## src/sv/sdlq_pkg.sv

```systemverilog
package sdlq_pkg;

  localparam int THREAD_COUNT_DEF = 16;
  localparam int KEY_W = 32;
  localparam int CMD_W = 2;

  localparam logic [CMD_W-1:0] CMD_PRIO_INSERT  = CMD_W'(0);
  localparam logic [CMD_W-1:0] CMD_DELTA_INSERT = CMD_W'(1);
  localparam logic [CMD_W-1:0] CMD_DEQUEUE      = CMD_W'(2);

  // Commands from the controller to the datapath.
  typedef struct packed {
    logic accept;
    logic start;
    logic walk_step;
    logic link;
    logic dequeue;
    logic load_out;
  } dp_cmd_t;

  // Status from the datapath to the controller.
  typedef struct packed {
    logic is_insert;
    logic is_dequeue;
    logic walk_go;
  } dp_status_t;

endpackage

```

## src/sv/sdlq_ifs.sv

```systemverilog
interface sdlq_in_if #(
  parameter int TID_W = $clog2(sdlq_pkg::THREAD_COUNT_DEF)
) ();
  logic                        valid;
  logic                        ready;
  logic [sdlq_pkg::CMD_W-1:0]  cmd;
  logic                        list_select;
  logic [TID_W-1:0]            thread_id;
  logic [sdlq_pkg::KEY_W-1:0]  key_value;

  modport source (output valid, cmd, list_select, thread_id, key_value, input ready);
  modport sink (input valid, cmd, list_select, thread_id, key_value, output ready);
  modport monitor (input valid, ready, cmd, list_select, thread_id, key_value);
endinterface

interface sdlq_out_if #(
  parameter int HEAD_W = $clog2(sdlq_pkg::THREAD_COUNT_DEF + 1)
) ();
  logic              valid;
  logic              ready;
  logic [HEAD_W-1:0] head_thread;
  logic              was_empty;

  modport source (output valid, head_thread, was_empty, input ready);
  modport sink (input valid, head_thread, was_empty, output ready);
  modport monitor (input valid, ready, head_thread, was_empty);
endinterface

```

## src/sv/sorted_and_delta_list_queue_unit.sv

```systemverilog
// Sorted and delta list queue: a ready list ordered by priority and a sleep
// list of tick deltas, sharing one node table with a node per thread. Each
// transaction on request yields exactly one transaction on response. A
// dequeue passes through the start and dequeue steps; an insert walks the
// list, passing at most THREAD_COUNT + 2 nodes, and then links. The walk
// visits one linked node per cycle through the node table's single read path.
// An unused command or an ignored insert goes from the start step straight to
// the done step. A result waits in the done step while a previous result
// still waits in the output register. One request is processed at a time;
// the next is accepted once the controller is back in idle, which it reaches
// as a result enters the output register, even while that result still waits.
module sorted_and_delta_list_queue_unit #(
  parameter int THREAD_COUNT = sdlq_pkg::THREAD_COUNT_DEF
) (
  input logic         clk,
  input logic         rst,
  sdlq_in_if.sink     request,
  sdlq_out_if.source  response
);

  localparam int TID_W = $clog2(THREAD_COUNT);
  localparam int HEAD_W = $clog2(THREAD_COUNT + 1);

  sdlq_pkg::dp_cmd_t    cmd;
  sdlq_pkg::dp_status_t status;

  sdlq_ctrl u_ctrl (
    .clk       (clk),
    .rst       (rst),
    .in_valid  (request.valid),
    .in_ready  (request.ready),
    .out_valid (response.valid),
    .out_ready (response.ready),
    .status    (status),
    .cmd       (cmd)
  );

  sdlq_dp #(
    .THREAD_COUNT (THREAD_COUNT),
    .TID_W        (TID_W),
    .HEAD_W       (HEAD_W)
  ) u_dp (
    .clk            (clk),
    .rst            (rst),
    .cmd            (cmd),
    .status         (status),
    .in_cmd         (request.cmd),
    .in_list_select (request.list_select),
    .in_thread_id   (request.thread_id),
    .in_key_value   (request.key_value),
    .head_thread    (response.head_thread),
    .was_empty      (response.was_empty)
  );

endmodule

```

## src/sv/sdlq_ctrl.sv

```systemverilog
module sdlq_ctrl (
  input  logic                 clk,
  input  logic                 rst,
  input  logic                 in_valid,
  output logic                 in_ready,
  output logic                 out_valid,
  input  logic                 out_ready,
  input  sdlq_pkg::dp_status_t status,
  output sdlq_pkg::dp_cmd_t    cmd
);

  typedef enum logic [5:0] {
    S_IDLE  = 6'b000001,
    S_START = 6'b000010,
    S_WALK  = 6'b000100,
    S_LINK  = 6'b001000,
    S_DEQ   = 6'b010000,
    S_DONE  = 6'b100000
  } state_t;

  state_t state;
  state_t state_next;

  assign in_ready = (state == S_IDLE);

  always_comb begin
    state_next = state;
    cmd = '0;
    unique case (state)
      S_IDLE: begin
        if (in_valid) begin
          cmd.accept = 1'b1;
          state_next = S_START;
        end
      end
      S_START: begin
        // The root's successor is loaded for both walks and dequeues.
        cmd.start = 1'b1;
        if (status.is_insert) begin
          state_next = S_WALK;
        end else if (status.is_dequeue) begin
          state_next = S_DEQ;
        end else begin
          state_next = S_DONE;
        end
      end
      S_WALK: begin
        if (status.walk_go) begin
          cmd.walk_step = 1'b1;
        end else begin
          state_next = S_LINK;
        end
      end
      S_LINK: begin
        cmd.link = 1'b1;
        state_next = S_DONE;
      end
      S_DEQ: begin
        cmd.dequeue = 1'b1;
        state_next = S_DONE;
      end
      S_DONE: begin
        if (!out_valid || out_ready) begin
          cmd.load_out = 1'b1;
          state_next = S_IDLE;
        end
      end
      default: begin
        state_next = S_IDLE;
      end
    endcase
  end

  always_ff @(posedge clk) begin
    if (rst) begin
      state <= S_IDLE;
      out_valid <= 1'b0;
    end else begin
      state <= state_next;
      out_valid <= cmd.load_out ? 1'b1 : (out_valid && !out_ready);
    end
  end

endmodule

```

## src/sv/sdlq_dp.sv

```systemverilog
module sdlq_dp #(
  parameter int THREAD_COUNT = sdlq_pkg::THREAD_COUNT_DEF,
  parameter int TID_W = $clog2(THREAD_COUNT),
  parameter int HEAD_W = $clog2(THREAD_COUNT + 1)
) (
  input  logic                       clk,
  input  logic                       rst,
  input  sdlq_pkg::dp_cmd_t          cmd,
  output sdlq_pkg::dp_status_t       status,
  input  logic [sdlq_pkg::CMD_W-1:0] in_cmd,
  input  logic                       in_list_select,
  input  logic [TID_W-1:0]           in_thread_id,
  input  logic [sdlq_pkg::KEY_W-1:0] in_key_value,
  output logic [HEAD_W-1:0]          head_thread,
  output logic                       was_empty
);

  localparam int NODE_COUNT = THREAD_COUNT + 2;
  localparam int IDX_W = $clog2(NODE_COUNT);
  localparam int STEP_W = $clog2(NODE_COUNT + 1);
  localparam logic [IDX_W-1:0] READY_ROOT = IDX_W'(THREAD_COUNT + 0);
  localparam logic [IDX_W-1:0] SLEEP_ROOT = IDX_W'(THREAD_COUNT + 1);

  logic [IDX_W-1:0]           next_link [NODE_COUNT];
  logic [IDX_W-1:0]           prev_link [NODE_COUNT];
  logic [sdlq_pkg::KEY_W-1:0] node_key  [NODE_COUNT];

  logic [sdlq_pkg::CMD_W-1:0] op;
  logic [IDX_W-1:0]           root;
  logic [TID_W-1:0]           tid;
  logic [sdlq_pkg::KEY_W-1:0] key;
  logic [IDX_W-1:0]           stop;
  logic [STEP_W-1:0]          steps;
  logic [HEAD_W-1:0]          res_head;
  logic                       res_empty;

  logic [IDX_W-1:0]           nl_addr;
  logic [IDX_W-1:0]           nl_rd;
  logic [IDX_W-1:0]           prior_node;
  logic [IDX_W-1:0]           tid_idx;
  logic [sdlq_pkg::KEY_W-1:0] key_at_stop;
  logic                       tid_ok;
  logic                       is_delta;
  logic                       stop_is_root;

  // Each table is read at one address per cycle.
  assign nl_addr     = cmd.start ? root : stop;
  assign nl_rd       = next_link[nl_addr];
  assign prior_node  = prev_link[stop];
  assign key_at_stop = node_key[stop];
  assign tid_idx     = IDX_W'(tid);

  assign tid_ok       = {1'b0, tid} < (TID_W + 1)'(THREAD_COUNT);
  assign is_delta     = (op == sdlq_pkg::CMD_DELTA_INSERT);
  assign stop_is_root = (stop == root);

  assign status.is_insert    = ((op == sdlq_pkg::CMD_PRIO_INSERT) || is_delta) && tid_ok;
  assign status.is_dequeue   = (op == sdlq_pkg::CMD_DEQUEUE);
  assign status.walk_go      = !stop_is_root && (steps < STEP_W'(NODE_COUNT)) &&
                               (key_at_stop <= key);

  always_ff @(posedge clk) begin
    if (cmd.accept) begin
      op <= in_cmd;
      root <= in_list_select ? SLEEP_ROOT : READY_ROOT;
      tid <= in_thread_id;
      key <= in_key_value;
      res_head <= HEAD_W'(THREAD_COUNT);
      res_empty <= 1'b0;
    end
    if (cmd.start) begin
      stop <= nl_rd;
      steps <= '0;
    end
    if (cmd.walk_step) begin
      if (is_delta) begin
        key <= key - key_at_stop;
      end
      stop <= nl_rd;
      steps <= steps + 1'b1;
    end
    if (cmd.dequeue) begin
      if (stop_is_root) begin
        res_empty <= 1'b1;
      end else begin
        res_head <= stop[HEAD_W-1:0];
      end
    end
    if (cmd.link) begin
      // The successor's delta shrinks by the remainder; the node's own key is
      // written last so that it wins if the two addresses coincide.
      if (is_delta && !stop_is_root) begin
        node_key[stop] <= key_at_stop - key;
      end
      node_key[tid_idx] <= key;
    end
    if (cmd.load_out) begin
      head_thread <= res_head;
      was_empty <= res_empty;
    end
  end

  always_ff @(posedge clk) begin
    if (rst) begin
      for (int i = 0; i < NODE_COUNT; i++) begin
        next_link[i] <= (i >= THREAD_COUNT) ? IDX_W'(i) : '0;
        prev_link[i] <= (i >= THREAD_COUNT) ? IDX_W'(i) : '0;
      end
    end else if (cmd.link) begin
      next_link[prior_node] <= tid_idx;
      next_link[tid_idx] <= stop;
      prev_link[tid_idx] <= prior_node;
      prev_link[stop] <= tid_idx;
    end else if (cmd.dequeue && !stop_is_root) begin
      // Here stop holds the head and nl_rd its successor.
      next_link[root] <= nl_rd;
      prev_link[nl_rd] <= root;
    end
  end

endmodule

```

## src/flat_wrapper.sv

```systemverilog
// flat-port wrapper written by rule: the top's interface ports become plain ports
module sorted_and_delta_list_queue_unit_flat 
#(
  parameter int THREAD_COUNT = sdlq_pkg::THREAD_COUNT_DEF
)
  (clk, rst, request_valid, request_cmd, request_list_select, request_thread_id, request_key_value, request_ready, response_valid, response_head_thread, response_was_empty, response_ready);
  sdlq_in_if request_i ();
  sdlq_out_if response_i ();
  input logic clk;
  input logic rst;
  input wire logic [$bits(request_i.valid)-1:0] request_valid;
  input wire logic [$bits(request_i.cmd)-1:0] request_cmd;
  input wire logic [$bits(request_i.list_select)-1:0] request_list_select;
  input wire logic [$bits(request_i.thread_id)-1:0] request_thread_id;
  input wire logic [$bits(request_i.key_value)-1:0] request_key_value;
  output wire logic [$bits(request_i.ready)-1:0] request_ready;
  output wire logic [$bits(response_i.valid)-1:0] response_valid;
  output wire logic [$bits(response_i.head_thread)-1:0] response_head_thread;
  output wire logic [$bits(response_i.was_empty)-1:0] response_was_empty;
  input wire logic [$bits(response_i.ready)-1:0] response_ready;
  assign request_i.valid = request_valid;
  assign request_i.cmd = request_cmd;
  assign request_i.list_select = request_list_select;
  assign request_i.thread_id = request_thread_id;
  assign request_i.key_value = request_key_value;
  assign request_ready = request_i.ready;
  assign response_valid = response_i.valid;
  assign response_head_thread = response_i.head_thread;
  assign response_was_empty = response_i.was_empty;
  assign response_i.ready = response_ready;
  sorted_and_delta_list_queue_unit #(.THREAD_COUNT(THREAD_COUNT)) u_core (.clk(clk), .rst(rst), .request(request_i), .response(response_i));
endmodule
```

## config.mk

```make
export PLATFORM = sky130hd
export DESIGN_NAME = sorted_and_delta_list_queue_unit_flat
export DESIGN_NICKNAME = d
export VERILOG_FILES = /design/src/sv/sdlq_pkg.sv /design/src/sv/sdlq_ifs.sv /design/src/sv/sorted_and_delta_list_queue_unit.sv /design/src/sv/sdlq_ctrl.sv /design/src/sv/sdlq_dp.sv /design/src/flat_wrapper.sv
export SDC_FILE = /design/constraint.sdc
export NUM_CORES = 2
export LEC_CHECK = 0
export BUFFER_PORTS_ARGS = -buffer_cell sky130_fd_sc_hd__buf_2
export CAP_MARGIN = 30
export CORE_MARGIN = 2
export CORE_UTILIZATION = 35
export CTS_BUF_LIST = sky130_fd_sc_hd__clkbuf_16
export DETAILED_ROUTE_END_ITERATION = 10
export PLACE_DENSITY = 0.55
export SETUP_SLACK_MARGIN = 0.3
export SYNTH_ARGS = -nofsm -noshare
export SYNTH_HDL_FRONTEND = slang
export SYNTH_SLANG_ARGS = --single-unit
```

## constraint.sdc

```tcl
create_clock -name clk -period 8.8 [get_ports clk]
set_input_delay 2.2 -clock clk [delete_from_list [all_inputs] [get_ports clk]]
set_output_delay 2.2 -clock clk [all_outputs]
set_load 0.02 [all_outputs]
```

# == Yosys cells after proc, flatten, opt, wreduce, memory -nomap -nowiden ==
# Memories as Yosys holds them, arrays and structs flattened. A register that Yosys moved wholly into a read port is not among the register bits.
# Cells that the tools add are included.
# op_classes
n_lt_le_gt_ge,2
addsub,3
shifts,0
n_bitwise,0
eq_ne,12
n_mux,64
div_mod_pow,0
reduce_logical,20
mul,0
# op_table
op,n
5-bit two-way mux,22
32-bit two-way mux,3
32-bit subtractor,2
1-bit two-way mux,33
32-bit less-or-equal comparator,1
6-bit two-way mux,5
6-bit case mux with 5 select lines,1
5-bit OR reduction,6
"6-bit by 1-bit == test with 1-bit output, second input constant",1
"6-bit by 2-bit == test with 1-bit output, second input constant",1
"6-bit by 3-bit == test with 1-bit output, second input constant",1
"6-bit by 4-bit == test with 1-bit output, second input constant",1
"6-bit by 5-bit == test with 1-bit output, second input constant",1
"6-bit == test, second input constant",1
"2-bit != test, second input constant",3
"5-bit by 1-bit adder with 5-bit output, second input constant",1
5-bit == test,1
1-bit logical AND,5
"5-bit < comparator, second input constant",1
1-bit logical NOT,3
3-bit AND reduction,1
"2-bit by 1-bit == test with 1-bit output, second input constant",1
"2-bit == test, second input constant",1
2-bit logical NOT,1
3 further kinds,4
# word_totals
ram_bits,756
input_bits,43
latchBits,0
memories,3
regBits,72
elab_cells,116
rom_bits,0
# mem_list
name,words,word_bits,read_ports,rd_clocked_by_memory_dff,wr,line,text
u_core.u_dp.node_key,18,32,1,1,2,sdlq_dp.sv:26,logic [sdlq_pkg::KEY_W-1:0] node_key [NODE_COUNT];
u_core.u_dp.next_link,18,5,1,0,18,sdlq_dp.sv:24,logic [IDX_W-1:0] next_link [NODE_COUNT];
u_core.u_dp.prev_link,18,5,1,1,18,sdlq_dp.sv:25,logic [IDX_W-1:0] prev_link [NODE_COUNT];

# == Longest topological paths before layout ==
# depth
ltp_word,9
ltp_mapped,23

# == Modules after synthesis ==
# Synthesis repeated with hierarchy kept, for this count alone.
# unflattened
cells_unflattened,4558
hier_area_um2,51867.2
# modules_own_cells
module,cells_per_inst,n_inst,area_per_inst_um2
sdlq_dp,4501,1,51424.3
sdlq_ctrl,57,1,442.9

# == Worst setup path after synthesis ==
# OpenSTA, ideal clock, no wires.
# synth_path
path_type,register to register
start,register (tool-made name)
end,register (tool-made name)
required_ps,8679
path_buffers,6
stages_incl_launch_ff,21
slack_ps,2739
setup_time_ps,121
period_less_slack_ps,6061
arrival_ps,5941
path_cell_list,dfxtp_1 -> buf_2 -> buf_6 -> buf_2 -> buf_2 -> buf_1 -> mux4_2 -> mux4_2 -> nor2_1 -> a21o_1 -> inv_1 -> ha_1 -> buf_2 -> nand4_2 -> or3_1 -> or4_1 -> or3_1 -> or3b_1 -> nand4_2 -> nand2_1 -> mux2_2

==> results.py <==
metrics = {
    "outcome": {
        "outcome": "finished clean",
    },
    "sta": {
        "skew_ps": 45.27,
        "hold_viol": 0,
        "finalSetupViolCount": 0,
        "drv_slew": 0,
        "final.setup.tns_ps": 0,
        "fmax_mhz": 155.8,
        "fin_crit_sh_pct": 72.94,
        "rsz0062_at_grt": "no",
        "period_minus_slack_ps": 6419,
        "worst_pin_slew_ps": 1075,
        "slew-limit-headroom_pct": 27.56,
    },
    "critical_path": {
        "path_buf_inv": 2,
        "critPathMaxFanout": 38,
        "slowest_stage": "dfxtp_4",
        "crit_path_cell_trace": "buf_4, mux4_2, mux4_2, nor2_1, a21o_1, inv_1, ha_1, nand4_2, or3_1, or4_1, or3_1, or3b_1, nand4_2, nand2_1, mux2_2",
        "cp_data_required_time_ps": 9390,
        "crit_path_start_kind": "flop",
        "r2r_cells": 15,
        "critPathMaxStageDelay_ps": 910,
        "worstSetupEndpointType": "flop",
        "crit_type": "flop to flop",
        "rrSetupSlack_ps": 2380,
        "crit_family": "simple AND/OR/NAND/NOR gates",
        "critPathArrivalTime_ps": 7010,
    },
    "logic_synthesis": {
        "seq_area_frac_synth_pct": 56.77,
        "ys.warnings.count": 0,
        "post-synth-top-count-cell": "edfxtp_1",
        "synthFlopType": "edfxtp_1",
        "ys_types": 79,
        "yosys-top-cells-area": "edfxtp_1, mux4_2, o21ai_0",
        "syn_area_per_cell_sq_um": 11.78,
        "syn_nets": 4339,
        "yosys.area.top_type": "edfxtp_1",
        "synth_cells": 4229,
        "async_reset_ff_share_pct": 0,
        "synth_enable_flop_cells": 887,
        "syn-cell-area_sq_mm": 0.04981,
        "synth_top_area_share_pct": 53.47,
        "synth_commonest_cells": "edfxtp_1, nand2_1, o21ai_0, clkbuf_1, nor2_1",
        "synth-seq-cells": 969,
    },
    "power_and_ir_drop": {
        "pwr_density_cell_mw_per_mm2": 340.3,
        "vdd_drop_max_mv": 0.2229,
        "finalPower_mw": 18.84,
        "power_leakage_nw": 18.55,
    },
    "die": {
        "dieArea_sq_mm": 0.1454,
        "die_y_microns": 381.3,
        "core.rowCount": 138,
        "start_util_pct": 35.23,
        "design.core.area_sq_mm": 0.1414,
        "io_pins": 51,
        "floorplan.die.width_microns": 381.3,
    },
    "detailed_routing": {
        "vias": 34490,
        "viasPerCell": 5.673,
        "routedWlPerCell_microns": 26.40,
        "routed_wl_mm": 160.5,
        "dr.first_iter.drc_count": 4017,
        "drtPass1Iterations": 6,
        "ant_nets": 0,
        "drc": 0,
    },
    "global_route": {
        "grt_max_degree": 80,
        "grtUsageTotal_pct": 21.71,
        "grt_pass1_vias": 33410,
        "antenna_found_initial": 3,
        "grt_pass1_wl_mm": 232.5,
        "overflow": 0,
    },
    "min_path": {
        "holdPathStages": 0,
        "worst_hold_path.endpoint": "u_core.u_dp.head_thread[2]",
        "min_from": "u_core.u_dp.res_head[2]",
        "min_path_type": "flop to flop",
    },
    "flow_run": {
        "maxCapViolCount": 0,
    },
    "placed_design": {
        "hpwl_mm": 94.61,
        "gp_congestion": 0.9060,
        "io_buffers": 50,
    },
    "clock_network": {
        "cts_tree": "yes",
        "ctsResizeCount": 0,
        "cts.sinks": 969,
        "post-cts-setup-buffer-count": 0,
        "cts-root-buf": "clkbuf_16",
        "hold_buffers": 0,
        "htreeDepth": 3,
        "cts_buffer_depth": 3,
        "insertion_delay_ps": 730,
        "clk_pin_slew_worst_paths_ps": 60,
        "cts-buffers-inserted": 104,
    },
    "finish": {
        "antennaDiodeCount": 0,
        "area_delta_synth_final_pct": 11.14,
        "fin_nets": 4213,
        "drive_gt1_share_pct": 15.04,
    },
}
[through the flow]
step	std cells	instance area, sq um	utilization, %	setup slack [ps]	hold WS (ps)
3_3_place_gp	5875	52000	36.77	2296	422.8
3_5_place_dp	5887	52110	36.85	2321	422.0
4_1_cts	6079	55360	39.15	2303	432.6
5_1_grt	6079	55360	39.15	2007	443.4
6_report	6079	55360	39.15	2381	435.4
2_1_floorplan	4229	49810	-	2739	403.0
[where the power goes]
part | internal (mW) | total, mW | switching [mW]
logic | 2.91 | 7.29 | 4.38
clock network | 2.38 | 4.28 | 1.90
registers | 6.68 | 7.27 | 0.596
[flip-flops by register name (all words and copies together), names as in the netlist, named ones only]
register,cells
u_core.u_dp.was_empty,1
u_core.u_dp.node_key,576
u_core.u_ctrl.out_valid,1
u_core.u_dp.stop,5
u_core.u_dp.tid,4
u_core.u_dp.res_empty,1
u_core.u_dp.root,1
u_core.u_dp.key,32
u_core.u_ctrl.state,6
u_core.u_dp.head_thread,5
u_core.u_dp.steps,5
u_core.u_dp.op,2
u_core.u_dp.prev_link,160
u_core.u_dp.next_link,160
u_core.u_dp.res_head,5
[layout make-up]
cell class                      instances  area [sq um]
Clock buffer                          106          2653
Clock inverter                         86         600.6
Fill cell                           13310         86050
Inverter                              118         444.2
Multi-Input combinational cell       2751         19850
Sequential cell                       969         28300
Tap cell                             1890          2365
Timing Repair Buffer                  159          1155
[cells in the final DEF (no fill, tap or decap), drive strengths merged, types with 29 or more instances in the layout]
cell,instances
ha,65
nor2,274
mux2i,140
mux4,233
buf,159
o21ai,549
nand2,667
clkinv,47
a21oi,129
inv,147
o31ai,80
edfxtp,887
nand3,39
dfxtp,82
nand2b,39
o22ai,51
nor2b,29
a21o,71
xnor2,43
and2,63
clkbuf,106
[metal layers]
layer	vias up	global-route usage [%]	routed length (microns)
met1	17300	30.35	67830
met2	1551	35.10	76010
met3	272	2.759	12110
li1	15360	-	-
met5	-	0	20
met4	4	6.851	4535
[worst max-delay path by stage]
stage,start,to,slack [ps],cells past startpoint
final,flop,flop,2380,15
after global routing,flop,flop,2010,15
after CTS,flop,flop,2300,15
after detailed placement,flop,flop,2320,15
after global placement,flop,u_core.u_dp.node_key[4][29],2300,16
after floorplan,flop,flop,2740,20
[kinds of logic after synthesis]
group,after synthesis,synth area share (%)
muxes,399,13.94
DFF,969,56.77
xor gates and xnor gates,64,1.125
and+or+nand+nor,1230,10.84
AOI/OAI and AO/OA,991,11.57
adders and majority gates,67,1.713
buffers and inverters,509,4.051
Note: power is estimated with default switching activity, not from simulation.
